`src/design/lcgbr_pkg.sv`:
```
// ----------------------------------------------------------------------------
// lcgbr_pkg: shared types and constants for the LCG bounded random source
// Holds data widths, generator constants, request codes, result modes,
// controller states and the command/status structs between ctrl and datapath.
// ----------------------------------------------------------------------------
`timescale 1ns / 1ps

package lcgbr_pkg;

    localparam int DATA_W     = 64;
    localparam int HALF_W     = DATA_W / 2;
    localparam int TYPE_W     = 3;
    localparam int PROB_W     = 54;
    localparam int UNIT_W     = 53;
    localparam int UNIT_SHIFT = 11;
    localparam int DIV_CNT_W  = $clog2(DATA_W);

    localparam logic [DATA_W-1:0] LCG_MUL = 64'd6364136223846793005;
    localparam logic [DATA_W-1:0] LCG_INC = 64'd1;

    // Request codes; code 7 is unused and handled by default arms
    localparam logic [TYPE_W-1:0] REQ_SEED   = 3'd0;
    localparam logic [TYPE_W-1:0] REQ_RAW    = 3'd1;
    localparam logic [TYPE_W-1:0] REQ_UNIT   = 3'd2;
    localparam logic [TYPE_W-1:0] REQ_BELOW  = 3'd3;
    localparam logic [TYPE_W-1:0] REQ_RANGE  = 3'd4;
    localparam logic [TYPE_W-1:0] REQ_DICE   = 3'd5;
    localparam logic [TYPE_W-1:0] REQ_CHANCE = 3'd6;

    typedef enum logic [2:0] {
        RM_IMM,
        RM_RAW,
        RM_UNIT,
        RM_CHANCE,
        RM_BELOW
    } res_mode_t;

    typedef enum logic [2:0] {
        S_IDLE,
        S_PREP,
        S_ROUTE,
        S_STEP,
        S_DIV_GO,
        S_DIV_WAIT,
        S_CHECK,
        S_FINISH
    } ctrl_state_t;

    typedef struct packed {
        logic capture;
        logic prep;
        logic step_go;
        logic div_start;
        logic load_result;
    } ctrl_cmd_t;

    typedef struct packed {
        res_mode_t mode;
        logic      step_last;
        logic      div_done;
        logic      draw_ok;
    } dp_status_t;

endpackage

```
`src/design/lcgbr_ctrl.sv`:
```
// ----------------------------------------------------------------------------
// lcgbr_ctrl: controller of the LCG bounded random source
// Sequences decode, step, remainder and rejection check; owns both handshakes.
// ----------------------------------------------------------------------------
`timescale 1ns / 1ps

module lcgbr_ctrl
    import lcgbr_pkg::*;
(
    input  logic       clk,
    input  logic       rst_n,
    input  logic       in_valid,
    output logic       in_ready,
    output logic       out_valid,
    input  logic       out_ready,
    output ctrl_cmd_t  cmd,
    input  dp_status_t status
);

    ctrl_state_t state_reg, state_next;
    logic        out_valid_reg, out_valid_next;
    logic        out_free;

    assign out_free = !out_valid_reg || out_ready;

    always_comb
    begin
        state_next = state_reg;
        case (state_reg)
            S_IDLE:
            begin
                if (in_valid)
                begin
                    state_next = S_PREP;
                end
            end
            S_PREP:
            begin
                state_next = S_ROUTE;
            end
            S_ROUTE:
            begin
                state_next = (status.mode == RM_IMM) ? S_FINISH : S_STEP;
            end
            S_STEP:
            begin
                if (status.step_last)
                begin
                    state_next = (status.mode == RM_BELOW) ? S_DIV_GO : S_FINISH;
                end
            end
            S_DIV_GO:
            begin
                state_next = S_DIV_WAIT;
            end
            S_DIV_WAIT:
            begin
                if (status.div_done)
                begin
                    state_next = S_CHECK;
                end
            end
            S_CHECK:
            begin
                // reject draws below the limit and step again
                state_next = status.draw_ok ? S_FINISH : S_STEP;
            end
            S_FINISH:
            begin
                if (out_free)
                begin
                    state_next = S_IDLE;
                end
            end
            default:
            begin
                state_next = S_IDLE;
            end
        endcase
    end

    always_comb
    begin
        in_ready        = 1'b0;
        cmd.capture     = 1'b0;
        cmd.prep        = 1'b0;
        cmd.step_go     = 1'b0;
        cmd.div_start   = 1'b0;
        cmd.load_result = 1'b0;
        case (state_reg)
            S_IDLE:
            begin
                in_ready    = 1'b1;
                cmd.capture = in_valid;
            end
            S_PREP:
            begin
                cmd.prep = 1'b1;
            end
            S_STEP:
            begin
                cmd.step_go = 1'b1;
            end
            S_DIV_GO:
            begin
                cmd.div_start = 1'b1;
            end
            S_FINISH:
            begin
                cmd.load_result = out_free;
            end
            default:
            begin
                in_ready = 1'b0;
            end
        endcase
    end

    always_comb
    begin
        out_valid_next = out_valid_reg;
        if (cmd.load_result)
        begin
            out_valid_next = 1'b1;
        end
        else if (out_ready)
        begin
            out_valid_next = 1'b0;
        end
    end

    always_ff @(posedge clk or negedge rst_n)
    begin
        if (!rst_n)
        begin
            state_reg     <= S_IDLE;
            out_valid_reg <= 1'b0;
        end
        else
        begin
            state_reg     <= state_next;
            out_valid_reg <= out_valid_next;
        end
    end

    assign out_valid = out_valid_reg;

    assert property (@(posedge clk) disable iff (!rst_n)
        cmd.capture |=> state_reg == S_PREP)
        else $error("accepted request did not start decode");

    assert property (@(posedge clk) disable iff (!rst_n)
        cmd.load_result |=> out_valid_reg)
        else $error("loaded result not presented");

    assert property (@(posedge clk) disable iff (!rst_n)
        status.step_last |-> state_reg == S_STEP)
        else $error("step phase out of line with controller");

endmodule

```
`config.mk`:
```
export PLATFORM = sky130hd
export DESIGN_NAME = lcgbr_ctrl
export DESIGN_NICKNAME = d
export VERILOG_FILES = /design/src/design/lcgbr_pkg.sv /design/src/design/lcgbr_ctrl.sv
export SDC_FILE = /design/constraint.sdc
export NUM_CORES = 1
export LEC_CHECK = 0
export BUFFER_PORTS_ARGS = -buffer_cell sky130_fd_sc_hd__buf_2
export CORE_AREA = 2 2 39 41
export DETAILED_ROUTE_END_ITERATION = 8
export DIE_AREA = 0 0 41 43
export HOLD_SLACK_MARGIN = 0.02
export PLACE_DENSITY = 0.5
export SYNTH_ARGS = -nofsm -noshare
export SYNTH_HDL_FRONTEND = slang
export SYNTH_SLANG_ARGS = --single-unit
```
`constraint.sdc`:
```
create_clock -name clk -period 2.1 [get_ports clk]
set_clock_uncertainty 0.05 [all_clocks]
set_input_delay 0.63 -clock clk [delete_from_list [all_inputs] [get_ports clk]]
set_output_delay 0.63 -clock clk [all_outputs]
set_load 0.02 [all_outputs]
```
==> metrics.md <==
| Metric | Value |
|---|---|
| Placed Area | around 380 sq um |
| Crit path capture type | output pin |
| Largest net degree at the start of global routing | 13 |
| Synthesized cell area | roughly 300 sq um |
| Total core area | around 1400 sq um |
| Number of clock sinks | 4 |
| Ys async rst share | 100.0% |
| Post-route cell area | 401.6 sq um |
| Initial Utilization | about a fifth |
| Final Hold Fails | 0 |
| Power Total | 0.5376 mW |
| Total global routing overflow | 0 |
| Worst Tran Pin Value | 0.3441 ns |
| Min Tclk post-route | around 1.9 ns |
| Nets@finish | 64 |
| Iter 0 DRT Violations | 2 |
| Fillers | about 170 |
| Number of synthesized flops with an enable pin | 0 |
| Reg-to-reg startpoint | state_reg[2]$_DFFE_PN0P_ |
| Drt pass-1 iters | 3 |
| Synth Flop Type | dfrtp_1 |
| Syn_nets | 47 |
| Routed length per instance | approximately 10 microns |
| Fmax | approximately 520 MHz |
| CTS tree | done |
| Final core occ | 29.02% |
| Dpl ws | 0.2171 ns |
| Leak | approximately 0.21 nW |
| CP Data Arrival Time | ~1.2 ns |
| Area grow syn2layout | 36.02% |
| Maximum clock insertion buffer count | 2 |
| # setup viols final | 0 |
| Antenna Nets Post-Route | 0 |
| Period utilisation layout | between 90% and 100% |
| GRT Total Usage | between 8 and 9% |
| Ports | 17 |
| CTS H-tree depth | 1 |
| Crit Path Max Fanout | 12 |
| Vias in the first global route | approximately 250 |
| Cell row count | 14 |
| Layout cells sized above 1 | 40.38% |
| Drt total wl | 698 microns |
| CP startpoint kind | flip-flop |
| CTS resizes | 0 |
| Yosys warns | 0 |
| Post-CTS setup buffer count | 0 |
| Area of the multi-input gates | ~180 sq um |
| Seq cells post-synth | 4 |
| Hold WC Path Type | input port to asynchronous set/reset pin |
| First-pass GRT wire length | slightly below 1000 microns |
| RSZ-0062 raised after global routing | no |
| Root buffer cell | clkbuf_4 |
| Max reg flops | 3 |
| CTS clk-pin slew, worst paths | around 0.030 ns |
| Die X-Extent | 41 microns |
| Post-route DRC | 0 |
| Vias per inst | roughly 4.5 |
| Req. time, crit path | around 1.4 ns |
| Max Cap Viol | 0 |
| Syn Area/Cell | approximately 8 sq um |
| Rel. slew slack | 77.06% |
| Pwr Density | roughly 1300 nW/um^2 |
| CP startpoint | state_reg[2]$_DFFE_PN0P_ |
| Setup ws final | 0.1876 ns |
| Hold buffer count at CTS | 0 |
| Pins over their slew limit | 0 |
| Yosys cell types | 24 |
| Placer Congestion | 0.6160 |
| Via Count | 306 |
| Register-to-Register Path Depth | 2 |
| Later-pin clock latency in the skew report | about 0.23 ns |
| Sequential cell area | about 100 sq um |
| Setup TNS Final | 0 ns |
| Number of CTS-inserted buffers | 3 |
| Max VDD drop | roughly 0.42 mV |
| Antenna violations before repair | 0 |
| Status | finished, final reports clean |
| Synth Instances | 37 |
| Diode count | 0 |
| I/O Buffers | 16 |
| Die Area | about 1800 sq um |
| Sequential share of the synthesized area | roughly 34% |
| Worst Path Class, Setup | flip-flop to output pin |
| Die height | roughly 43 microns |
[metal layers]
metal	GRT usage, %	vias up	routed length [microns]
met4	8.000	0	0
met2	10.94	13	304
met3	2.618	0	97
met1	10.46	132	297
met5	0	-	0
li1	-	161	-
[synthesized netlist by cell type (2+ instances only)]
cell type	count	area (sq um)
and2_1	2	12.51
nand2_1	4	15.01
nor3b_1	2	15.01
nor2_1	4	15.01
o31ai_1	2	15.01
dfrtp_1	4	100.1
buf_2	2	10.01
[cell families after synthesis]
logic type             count (synthesis)  share of synthesized area [%]
buffers and inverters                  5                          8.473
and+or+nand+nor                       20                          38.13
AOI/OAI and AO/OA                      8                          19.49
DFF                                    4                          33.90
[layout make-up]
cell class	instances	share of cell area [%]
sequential	4	24.92
clock buffer	3	5.607
multi-input combinational	28	43.61
timing repair buffer	16	19.94
tap	16	4.984
inverter	1	0.9346
[critical path: stages (launching register included)]
cell,delay [ns]
dfrtp_1,0.49
nor3_2,0.23
and2_1,0.14
buf_2,0.15
[final timing paths]
kind	slack [ns]	endpoint
min in group clk	0.50	out_valid$_DFFE_PN0P_
min	0.15	state_reg[2]$_DFFE_PN0P_
min reg2reg	0.50	out_valid$_DFFE_PN0P_
max	0.19	cmd[4]
max reg2reg	0.58	state_reg[0]$_DFFE_PN0P_
max in group asynchronous	1.74	state_reg[1]$_DFFE_PN0P_
[cells in the final DEF (no fill, tap or decap)]
cell and instances:
buf_2 16, nand2_1 4, nor2_1 4, dfrtp_1 4, clkbuf_4 3, nor3b_1 2
and2_1 2, o31ai_1 2, nand2b_1 1, nor3_2 1, or4_4 1, o21bai_1 1
o21ai_0 1, a32o_1 1, and3_1 1, a211oi_1 1, o21a_1 1, inv_1 1
nor4_1 1, a21oi_1 1, and3b_1 1, nor2b_1 1, nand3_1 1
[per-stage QoR]
step | cells | hold WS, ns
final | 68 | 0.1469
after global routing | 68 | 0.1435
after CTS | 68 | 0.1380
after detailed placement | 65 | 0.3888
after global placement | 65 | 0.3876
after floorplan | 37 | 0.2844
[report_power, final]
group | leakage, nW | switching, mW | internal [mW]
registers | 0.0467 | 0.0807 | 0.113
logic | 0.148 | 0.140 | 0.113
clock network | 0.0138 | 0.0276 | 0.0636
total | 0.208 | 0.248 | 0.289
Power figures use the tool's default switching activity.
